==> config.mk <==
export PLATFORM = sky130hd
export DESIGN_NAME = vst_cell
export DESIGN_NICKNAME = d
export VERILOG_FILES = /design/src/design/vst_pkg.sv /design/src/design/vst_cell.sv
export SDC_FILE = /design/constraint.sdc
export NUM_CORES = 1
export LEC_CHECK = 0
export BUFFER_PORTS_ARGS = -buffer_cell sky130_fd_sc_hd__buf_4
export CAP_MARGIN = 0
export CORE_ASPECT_RATIO = 0.75
export CORE_MARGIN = 4
export CORE_UTILIZATION = 45
export CTS_BUF_LIST = sky130_fd_sc_hd__clkbuf_4
export DETAILED_ROUTE_END_ITERATION = 8
export HOLD_SLACK_MARGIN = 0.08
export PLACE_DENSITY_LB_ADDON = 0.2
export SLEW_MARGIN = 20
export SYNTH_ARGS = -nofsm -noshare
export SYNTH_HDL_FRONTEND = slang
export SYNTH_SLANG_ARGS = --single-unit
export TNS_END_PERCENT = 50
==> constraint.sdc <==
create_clock -name clk -period 5.66 [get_ports clk]
set_clock_uncertainty 0.05 [all_clocks]
set_input_delay 0.283 -clock clk [delete_from_list [all_inputs] [get_ports clk]]
set_output_delay 0.283 -clock clk [all_outputs]
set_load 0.01 [all_outputs]
==> src/design/vst_pkg.sv <==
// ----------------------------------------------------------------------------
// vst_pkg: shared types and constants for velocity to speed and track
// Datapath widths, arctangent table and the beat carried along the
// rotation chain.
// ----------------------------------------------------------------------------
package vst_pkg;

  // Datapath sizes
  localparam int DW                 = 36;  // x/y width, covers 2^16 guard and gain
  localparam int ZW                 = 32;  // binary angle, 2^32 per turn
  localparam int GUARD_BITS         = 16;
  localparam int MAX_STEPS          = 24;
  localparam int ROTATION_STEPS_DEF = 16;

  // Output scaling
  localparam int              GAIN_W      = 27;
  localparam logic [26:0]     SPEED_GAIN  = 27'd79215657;  // 4*1.943844/1.6467603, Q24
  localparam int              SPEED_SHIFT = 40;
  localparam int              SPEED_W     = 19;
  localparam logic [18:0]     SPEED_MAX   = 19'd524287;
  localparam logic [ZW-1:0]   HALF_TURN   = 32'h8000_0000;

  // atan(2^-i) in 2^-32 turn units
  localparam logic [ZW-1:0] ATAN_TURNS [MAX_STEPS] = '{
    32'd536870912, 32'd316933405, 32'd167458907, 32'd85004756,
    32'd42667331,  32'd21354465,  32'd10679838,  32'd5340245,
    32'd2670163,   32'd1335087,   32'd667544,    32'd333772,
    32'd166886,    32'd83443,     32'd41722,     32'd20861,
    32'd10430,     32'd5215,      32'd2608,      32'd1304,
    32'd652,       32'd326,       32'd163,       32'd81
  };

  // One beat moving down the rotation chain
  typedef struct packed {
    logic                 vld;
    logic                 comp;   // result is a computed one
    logic                 zero;   // force track to zero
    logic signed [DW-1:0] x;
    logic signed [DW-1:0] y;
    logic [ZW-1:0]        z;
  } vst_beat_t;

endpackage

==> src/design/vst_cell.sv <==
// ----------------------------------------------------------------------------
// vst_cell: one vectoring micro-rotation
// Rotates (x, y) toward the positive x axis by atan(2^-STEP) and
// accumulates the angle; registered, advancing on the shared enable.
// ----------------------------------------------------------------------------
module vst_cell #(
  parameter int STEP = 0
) (
  input  logic                clk,
  input  logic                rst,
  input  logic                adv,
  input  vst_pkg::vst_beat_t  beat_in,
  output vst_pkg::vst_beat_t  beat_out
);
  import vst_pkg::*;

  logic signed [DW-1:0] dx;
  logic signed [DW-1:0] dy;
  vst_beat_t            beat_next;

  // Rotate by the sign of y
  always_comb begin
    dx        = beat_in.y >>> STEP;
    dy        = beat_in.x >>> STEP;
    beat_next = beat_in;
    if (!beat_in.y[DW-1]) begin
      beat_next.x = beat_in.x + dx;
      beat_next.y = beat_in.y - dy;
      beat_next.z = beat_in.z + ATAN_TURNS[STEP];
    end else begin
      beat_next.x = beat_in.x - dx;
      beat_next.y = beat_in.y + dy;
      beat_next.z = beat_in.z - ATAN_TURNS[STEP];
    end
  end

  // Stage register
  always_ff @(posedge clk) begin
    if (rst) begin
      beat_out.vld <= 1'b0;
    end else if (adv) begin
      beat_out.vld <= beat_next.vld;
    end
    if (adv) begin
      beat_out.comp <= beat_next.comp;
      beat_out.zero <= beat_next.zero;
      beat_out.x    <= beat_next.x;
      beat_out.y    <= beat_next.y;
      beat_out.z    <= beat_next.z;
    end
  end

endmodule

==> run_results.csv <==
group,metric,value,unit
clocking,clock_sinks,106,
finish,largest_reg_flops,106,
finish,fin_nets,1541,
clocking,clock_insertion_delay_worst_skew,0.50,ns
timing,fin_setup_tns,0,ns
clocking,clkSlewWorstSetupHoldPaths,0.18,ns
die,core_area,21100,um^2
yosys,ys_ff_latch,106,
die,io_pins,217,
clocking,cts_tree,"done",
placed_design,placed_area,11400,um^2
die,die_x,177,um
timing,fin_crit,3.90,ns
finish,top_regs,"beat_out (106)",
yosys,avgSynthCellArea,8.73,um^2
finish,postLayoutCellArea,11900,um^2
die,die-height,135,um
drt,wl_per_cell,20.0,um
clocking,cts_buffer_depth,2,
outcome,status,"completed",
global_routing,grt_pass1_vias,8687,
placed_design,gp_congestion,0.970,
pwr,power_density,214,nW/um^2
pwr,power.leakage,5.25,nW
die,initial_core_util,45.7,%
setup_path,crit_required,5.88,ns
global_routing,met2_usage,38.2,%
drt,wl,32300,um
die,dieArea,23900,um^2
finish,final_util,56.5,%
clocking,cts_made_buffers,9,
timing,slew_viol_final,0,
pwr,ir_drop,0.0990,mV
global_routing,grt-ovfl-total,0,
setup_path,crit_path_end_kind,"flip-flop",
placed_design,place_ws,1.83,ns
clocking,cts_max_level,3,
yosys,synth_area,9640,um^2
global_routing,grt_use_total,25.7,%
yosys,ys.flop_type,"edfxtp_1",
finish,drive_above_1_share,19.0,%
finish,area_growth,23.8,%
timing,fmax,256,MHz
global_routing,grt_pass1_wl,48400,um
die,rows,46,
yosys,ys_types,74,
drt,via_per_inst,5.83,
yosys,synth_warnings,0,
yosys,syn-num-nets,1328,
job,max_cap_viol_count,0,
global_routing,grt_max_degree,92,
finish,regArea,3170,um^2
global_routing,use_met1,37.9,%
setup_path,cp-start-kind,"input pin",
pwr,power,2.55,mW
timing,timing.final.hold_violations,0,
drt,drt_drc_violations_left,0,
setup_path,crit_fanout,4,
min_path,hold_path.class,"input pin to flip-flop",
yosys,postSynthCellCount,1105,
timing,setup_viol,0,
placed_design,portBuffers,216,
drt,drtIter0Drc,1006,
global_routing,use_met3,6.55,%
drt,antenna_left,0,
finish,fill_cells,1949,
global_routing,gr-max-usage-layer,"met2",
yosys,synth-seq-area-share,32.9,%
timing,fin_ws,1.76,ns
timing,tightest_slew,1.10,ns
yosys,synth_edf_count,105,
placed_design,dp_cells,1558,
timing,rsz0062_at_grt,"no",
setup_path,path_class,"input pin to flip-flop",
clocking,ctsRootBufferMaster,"clkbuf_4",
timing,holdWs,0.201,ns
timing,finalCritPeriodShare,69.0,%
finish,regMostFlops,"beat_out",
setup_path,critical_path_arrival,4.12,ns
drt,drtPass1Iterations,5,
placed_design,hpwl,25000,um
clocking,cts_setup_buffers,0,
finish,fin_cells,1613,
clocking,post_cts_resized,0,
global_routing,antenna_found_initial,1,
drt,vias,9396,
timing,relSlewSlack,26.2,%
finish,multiInputGateArea,5790,um^2
yosys,async_flop_share,0,%
[kinds of logic after synthesis]
group,after synthesis,synth area share (%)
adders and majority gates,113,15.0
DFF,106,32.9
AOI/OAI and AO/OA,368,24.4
buffers and inverters,177,7.04
muxes,17,1.79
and+or+nand+nor,260,13.1
xor gates and xnor gates,64,5.81
[what timing repair did]
action	CTS	global route
endpoints found under the hold margin	37	0
hold buffers	37	0
setup endpoints to repair	0	0
[placed cells by master (no fill, tap or decap), drive strengths merged, types with 11 or more instances in the layout]
| master | netlist | final |
|---|---|---|
| o21bai | 24 | 24 |
| dlygate4sd3 | 0 | 37 |
| o31ai | 20 | 20 |
| mux2i | 15 | 15 |
| xnor2 | 59 | 59 |
| buf | 11 | 218 |
| a21o | 19 | 19 |
| nand3 | 27 | 27 |
| a21oi | 116 | 116 |
| nor2b | 16 | 16 |
| inv | 121 | 124 |
| nor3 | 24 | 24 |
| nor2 | 70 | 70 |
| o21ai | 82 | 82 |
| nand2 | 62 | 62 |
| o211ai | 15 | 15 |
| ha | 109 | 109 |
| a31oi | 11 | 11 |
| a211oi | 11 | 11 |
| edfxtp | 105 | 105 |
[power by group]
part | switching (mW) | internal (mW)
Combinational | 0.642 | 0.463
Clock | 0.296 | 0.106
Sequential | 0.0369 | 1.01
[final timing paths]
kind | from | endpoint | slack, ns | cells past startpoint
max reg2reg | beat_out[106] | beat_out[106] | 4.44 | 3
min | beat_in[69] | beat_out[33] | 0.20 | 3
min reg2reg | beat_out[106] | beat_out[106] | 1.04 | 3
max | beat_in[68] | beat_out[66] | 1.76 | 14
[layer usage]
metal  routed length, um  vias to the layer above  part of all wire [%]
met4                 379                        0                   1.2
met5                   0                        -                     0
met3                3470                       29                    11
li1                    -                     4402                     -
met1               14600                     4449                    45
met2               13800                      516                    43
[worst max-delay path, cell delays in order]
cell	delay (ns)
dlygate4sd3_1	0.54
buf_4	0.13
ha_1	0.19
inv_1	0.07
fa_1	0.41
o21ba_1	0.20
or4_4	0.45
a311oi_4	0.39
o21ai_2	0.16
a21boi_2	0.18
o21bai_1	0.13
a211oi_1	0.51
nor4_1	0.11
a2111oi_0	0.36
[cells in the mapped netlist (10+ instances only)]
| master | instances | share of area [%] |
|---|---|---|
| edfxtp_1 | 105 | 33 |
| xnor2_1 | 59 | 5.4 |
| o211ai_1 | 15 | 1.2 |
| a31oi_1 | 11 | 0.71 |
| mux2i_1 | 15 | 1.6 |
| a211oi_1 | 11 | 0.86 |
| o21ai_0 | 77 | 4.0 |
| ha_1 | 109 | 14 |
| nand2_1 | 62 | 2.4 |
| nand4_1 | 10 | 0.65 |
| inv_1 | 119 | 4.6 |
| clkbuf_1 | 42 | 1.6 |
| o31ai_1 | 20 | 1.6 |
| a21oi_1 | 116 | 6.0 |
| nor2_1 | 70 | 2.7 |
| nand3_1 | 27 | 1.4 |
| nor2b_1 | 16 | 1.0 |
| a21o_1 | 19 | 1.5 |
| o21bai_1 | 24 | 1.9 |
| nor3_1 | 24 | 1.2 |
[final cells by class]
cell class,instances,area share (%)
Clock buffer,10,0.629
Sequential cell,106,26.6
Antenna cell,2,0.0419
Timing Repair Buffer,255,16.8
Inverter,124,3.90
Clock inverter,6,0.503
Multi-Input combinational cell,822,48.5
Tap cell,288,3.02
Note: power is estimated with default switching activity, not from simulation.
