$ cat src/design/vst_pkg.sv
// ----------------------------------------------------------------------------
// vst_pkg: shared types and constants for velocity to speed and track
// Datapath widths, arctangent table and the beat carried along the
// rotation chain.
// ----------------------------------------------------------------------------
package vst_pkg;

  // Datapath sizes
  localparam int DW                 = 36;  // x/y width, covers 2^16 guard and gain
  localparam int ZW                 = 32;  // binary angle, 2^32 per turn
  localparam int GUARD_BITS         = 16;
  localparam int MAX_STEPS          = 24;
  localparam int ROTATION_STEPS_DEF = 16;

  // Output scaling
  localparam int              GAIN_W      = 27;
  localparam logic [26:0]     SPEED_GAIN  = 27'd79215657;  // 4*1.943844/1.6467603, Q24
  localparam int              SPEED_SHIFT = 40;
  localparam int              SPEED_W     = 19;
  localparam logic [18:0]     SPEED_MAX   = 19'd524287;
  localparam logic [ZW-1:0]   HALF_TURN   = 32'h8000_0000;

  // atan(2^-i) in 2^-32 turn units
  localparam logic [ZW-1:0] ATAN_TURNS [MAX_STEPS] = '{
    32'd536870912, 32'd316933405, 32'd167458907, 32'd85004756,
    32'd42667331,  32'd21354465,  32'd10679838,  32'd5340245,
    32'd2670163,   32'd1335087,   32'd667544,    32'd333772,
    32'd166886,    32'd83443,     32'd41722,     32'd20861,
    32'd10430,     32'd5215,      32'd2608,      32'd1304,
    32'd652,       32'd326,       32'd163,       32'd81
  };

  // One beat moving down the rotation chain
  typedef struct packed {
    logic                 vld;
    logic                 comp;   // result is a computed one
    logic                 zero;   // force track to zero
    logic signed [DW-1:0] x;
    logic signed [DW-1:0] y;
    logic [ZW-1:0]        z;
  } vst_beat_t;

endpackage

$ cat src/design/vst_speed.sv
// ----------------------------------------------------------------------------
// vst_speed: gain scaling and output register
// Multiplies the magnitude by the knot gain as two partial products,
// rounds, saturates, and rounds the angle to 16 bits.
// ----------------------------------------------------------------------------
module vst_speed (
  input  logic                              clk,
  input  logic                              rst,
  input  logic                              adv,
  input  vst_pkg::vst_beat_t                beat_in,
  output logic                              out_vld,
  output logic [vst_pkg::SPEED_W-1:0]       speed,
  output logic [15:0]                       track,
  output logic                              comp
);
  import vst_pkg::*;

  localparam int XW  = 33;            // magnitude bits that can be set
  localparam int LW  = 17;            // low partial width
  localparam int HW  = XW - LW;
  localparam int SW  = XW + GAIN_W + 1;

  // Stage A registers
  logic                    a_vld;
  logic                    a_comp;
  logic [LW+GAIN_W-1:0]    p_lo;
  logic [HW+GAIN_W-1:0]    p_hi;
  logic [15:0]             a_track;

  logic [XW-1:0]           mag;
  logic [ZW-1:0]           z_rnd;
  logic [SW-1:0]           sum;
  logic [SW-SPEED_SHIFT-1:0] spd_full;

  // Clamp negative magnitude, round angle
  always_comb begin
    mag   = beat_in.x[DW-1] ? '0 : beat_in.x[XW-1:0];
    z_rnd = beat_in.z + ZW'(32'h0000_8000);
  end

  // Stage A: partial products
  always_ff @(posedge clk) begin
    if (rst) begin
      a_vld <= 1'b0;
    end else if (adv) begin
      a_vld <= beat_in.vld;
    end
    if (adv) begin
      a_comp  <= beat_in.comp;
      p_lo    <= (LW+GAIN_W)'(mag[LW-1:0]) * (LW+GAIN_W)'(SPEED_GAIN);
      p_hi    <= (HW+GAIN_W)'(mag[XW-1:LW]) * (HW+GAIN_W)'(SPEED_GAIN);
      a_track <= (beat_in.zero || !beat_in.comp) ? 16'd0 : z_rnd[ZW-1:16];
    end
  end

  // Stage B: sum, round, saturate
  always_comb begin
    sum      = (SW'(p_hi) << LW) + SW'(p_lo) + (SW'(1) << (SPEED_SHIFT - 1));
    spd_full = sum[SW-1:SPEED_SHIFT];
  end

  always_ff @(posedge clk) begin
    if (rst) begin
      out_vld <= 1'b0;
    end else if (adv) begin
      out_vld <= a_vld;
    end
    if (adv) begin
      comp  <= a_comp;
      track <= a_track;
      if (!a_comp) begin
        speed <= '0;
      end else if (spd_full > (SW-SPEED_SHIFT)'(SPEED_MAX)) begin
        speed <= SPEED_MAX;
      end else begin
        speed <= spd_full[SPEED_W-1:0];
      end
    end
  end

endmodule

$ cat config.mk
export PLATFORM = sky130hd
export DESIGN_NAME = vst_speed
export DESIGN_NICKNAME = d
export VERILOG_FILES = /design/src/design/vst_pkg.sv /design/src/design/vst_speed.sv
export SDC_FILE = /design/constraint.sdc
export NUM_CORES = 1
export LEC_CHECK = 0
export ABC_AREA = 1
export BUFFER_PORTS_ARGS = -buffer_cell sky130_fd_sc_hd__buf_2
export CAP_MARGIN = 40
export CORE_UTILIZATION = 35
export CTS_CLUSTER_DIAMETER = 80
export CTS_CLUSTER_SIZE = 20
export DETAILED_ROUTE_END_ITERATION = 10
export PLACE_DENSITY = 0.56
export SYNTH_ARGS = -nofsm -noshare
export SYNTH_HDL_FRONTEND = slang
export SYNTH_SLANG_ARGS = --single-unit
$ cat constraint.sdc
create_clock -name clk -period 19.05 [get_ports clk]
set_clock_uncertainty 0.05 [all_clocks]
set_input_delay 1.905 -clock clk [delete_from_list [all_inputs] [get_ports clk]]
set_output_delay 1.905 -clock clk [all_outputs]
set_load 0.01 [all_outputs]
==> impl_metrics.ini <==
[critical_path]
cpPeakStageDelay_ns = 0.59
startpoint = beat_in[103]
critPathLaunchType = primary input
critPathSlowestCell = fa_1
crit_arrival_ns = 8.41
reg2reg_slack_ns = 16.30
worstPathRequired_ns = 19.17
cp_top_family = adder cells
crit_type = primary input to flip-flop
critPathMaxFanout = 25
endpoint_kind = flip-flop
worst-path-buf-inv = 9
timing.critical_path.mode_cell = inv_1
r2r_start = p_lo[42]

[logic_synthesis]
synth_top_area_cell = ha_1
synth_edf_count = 123
synthMuxAreaShare_pct = 0
async_flop_share_pct = 0
syn_avg_cell_area_um2 = 8.01
ys_warn_count = 0
synth_top_family_by_area = adder cells
synth_compound_area_share_pct = 6.50
synth_seq_cells = 125
synth.distinct_cells = 51
synth-simple-area-share_pct = 18.2
synth_xor_area_share_pct = 1.90
synth_top_area_share_pct = 22.3
synthesis.area_um2 = 22600
synth-adder-area-share_pct = 43.9
synthFlopType = edfxtp_1
synthCells = 2816
synth.net_count = 3572
ys_top_cells_by_area = ha_1 22%, fa_1 22%, edfxtp_1 16%
yosysSeqAreaShare_pct = 16.5

[placed_design]
io_buffers = 93
hpwlAfterDp_um = 53200
place_area_um2 = 24100
globalplace.congestion = 0.905

[sta]
setup_viol = 0
fmax_mhz = 121
hold_viol_final = 0
tns_ns = 0
slew_violations = 0
period_share_pct = 43.5
finalCriticalPeriod_ns = 8.29
tightestPinTransition_ns = 0.657
rsz0062_at_grt = no
maxSlewHeadroom_pct = 56.1

[grt]
grt.total_usage_pct = 18.7
grt_max_degree = 70
grt_overflow_total = 0
grt_first_pass_wirelength_um = 96400
grt_pass1_vias = 18100
antenna_found_initial = 1

[clock_tree]
clkLatencyLatePin_ns = 0.43
cts_tree = yes
cts.sinks = 125
clk_pin_slew_worst_paths_ns = 0.06
cts-root-buf = clkbuf_16
htree_levels = 4
clk_path_buf_depth = 2
post_cts_buffers = 0
cts.hold.buffers_added = 0
cts_resized = 0
numCtsBuffers = 17

[floorplanning]
rows = 92
initial_utilization_pct = 35.6
die_area_um2 = 65500
core_area_um2 = 63400
die_h_um = 256
ios = 147
die_w_um = 256

[routing]
remaining_drc_errors = 0
dr.pass1.iters = 5
wl_met2_um = 26500
top_layer = met4
vias = 17400
final_antenna_net_count = 0
drt-met1-wl_um = 29100
routed-wl-met3_um = 2310
drt-total-wl_um = 58900
drtIter0Drc = 1023
vias_per_cell = 4.60
avgRoutedWirePerCell_um = 15.5

[pwr]
p_leak_nw = 13.6
peakVddDrop_mv = 0.0814
power_density_nw_per_um2 = 153

[layout]
final_nets = 3686
num-fill-cells = 6584
fin_util_pct = 39.0
syn2layout_area_growth_pct = 9.53
final_layout_size_suffix_gt1_share_pct = 6.46
final_cell_area_um2 = 24700
antenna_cells = 0

[min_path]
hold_path_class = flip-flop to flip-flop
hold_start = a_track[8]

[run]
maxCapViolCount = 0

[run_status]
status = completed
## sequential cells by signal (all words and copies together), names as in the netlist
name	count
p_hi	43
p_lo	27
speed	19
a_track	16
track	16
a_comp	1
a_vld	1
comp	1
out_vld	1
## metrics by stage
stage	power (mW)	cells	hold WS (ns)	setup WS [ns]
CTS	3.79	3789	0.369	10.69
global route	4.24	3789	0.376	10.19
detailed placement	3.45	3757	0.355	10.23
finish	3.77	3789	0.368	10.76
floorplan	2.59	2816	0.350	11.64
global placement	3.45	3755	0.351	10.28
## cell families after synthesis
| kind of cell | count (synthesis) |
|---|---|
| AO/OA/AOI/OAI | 252 |
| XOR/XNOR | 49 |
| adder cells (fa/ha/maj) | 646 |
| AND/OR/NAND/NOR | 971 |
| buffers and inverters | 773 |
| flip-flops | 125 |
## area by class of cell
cell class / count / area [µm²] / area share [%]
multi-input combinational: 1918 / 15900 / 64.4
sequential: 125 / 3730 / 15.1
inverter: 768 / 2890 / 11.7
tap: 846 / 1060 / 4.28
timing repair buffer: 100 / 541 / 2.19
clock buffer: 17 / 425 / 1.72
clock inverter: 15 / 168 / 0.678
## where the power goes
part / switching, mW / internal, mW / total [mW] / leakage, nW
registers: 0.0434 / 0.474 / 0.517 / 1.22
clock network: 0.136 / 0.186 / 0.323 / 0.286
logic: 1.94 / 0.991 / 2.93 / 12.0
## path summary, 6_finish.rpt
check / depth (start not counted) / endpoint
setup / recovery: 26 / p_hi[28]
hold / removal: 0 / track[8]
setup reg to reg: 12 / speed[3]
hold reg to reg: 0 / track[8]
## metal layers
metal | vias to the layer above | track usage [%]
met4 | 0 | 3.94
met5 | - | 0
met1 | 8090 | 26.4
li1 | 8977 | -
met2 | 318 | 30.7
met3 | 56 | 1.92
## cells in the final DEF, fill, tap and decap left out, types with 3 or more instances in the layout
| cell type | count |
|---|---|
| a21o_1 | 14 |
| edfxtp_1 | 123 |
| o21a_1 | 5 |
| buf_4 | 7 |
| nand2_1 | 542 |
| inv_6 | 6 |
| nor2_4 | 3 |
| o21bai_1 | 19 |
| nor3_1 | 33 |
| a31oi_1 | 13 |
| xnor2_1 | 9 |
| nor4_1 | 3 |
| a21oi_1 | 111 |
| and3_1 | 4 |
| nand2_4 | 3 |
| nand2_2 | 6 |
| ha_1 | 402 |
| nor2_1 | 228 |
| nand3b_1 | 12 |
| o21ai_0 | 61 |
| nor2_2 | 7 |
| fa_1 | 244 |
| o21ai_1 | 4 |
| o211ai_1 | 3 |
| inv_1 | 755 |
| nand4_1 | 24 |
| inv_2 | 10 |
| buf_2 | 92 |
| nand3_1 | 92 |
| nor3_2 | 3 |
| clkbuf_16 | 17 |
| inv_8 | 4 |
| o21ai_2 | 4 |
| xor2_1 | 40 |
| a21oi_2 | 12 |
## worst reg2reg max path: stages, from the launching register on
cell and delay [ns]:
edfxtp_1 0.43, ha_1 0.32, ha_1 0.39, a21oi_1 0.24, o21ai_1 0.11, nand2_1 0.07, nand2_1 0.09, a21oi_2 0.19
nand2_4 0.11, nand2_4 0.08, nand2_4 0.09, a21oi_1 0.27, nor2_1 0.07
## Yosys cell counts, types with 2 or more instances
| library cell | n |
|---|---|
| clkinv_1 | 2 |
| ha_1 | 402 |
| nand2_2 | 6 |
| a31oi_1 | 13 |
| o21ai_2 | 4 |
| nor3_2 | 3 |
| nor2_1 | 228 |
| and3_1 | 4 |
| nor4_1 | 3 |
| edfxtp_1 | 123 |
| clkbuf_1 | 3 |
| xor2_1 | 40 |
| o211ai_1 | 3 |
| nand4_1 | 24 |
| nor2_2 | 7 |
| a21oi_1 | 111 |
| xnor2_1 | 9 |
| o21ai_1 | 4 |
| o21bai_1 | 19 |
| nor3_1 | 33 |
| a21o_1 | 14 |
| nor3b_2 | 2 |
| nand2_4 | 3 |
| nor3b_1 | 2 |
| dfxtp_1 | 2 |
| o21a_1 | 5 |
| nand2_1 | 542 |
| fa_1 | 244 |
| nor2_4 | 3 |
| nand3b_1 | 12 |
| inv_2 | 10 |
| a21oi_2 | 12 |
| inv_1 | 755 |
| o21ai_0 | 61 |
| nand3_1 | 92 |
Power figures use the tool's default switching activity.
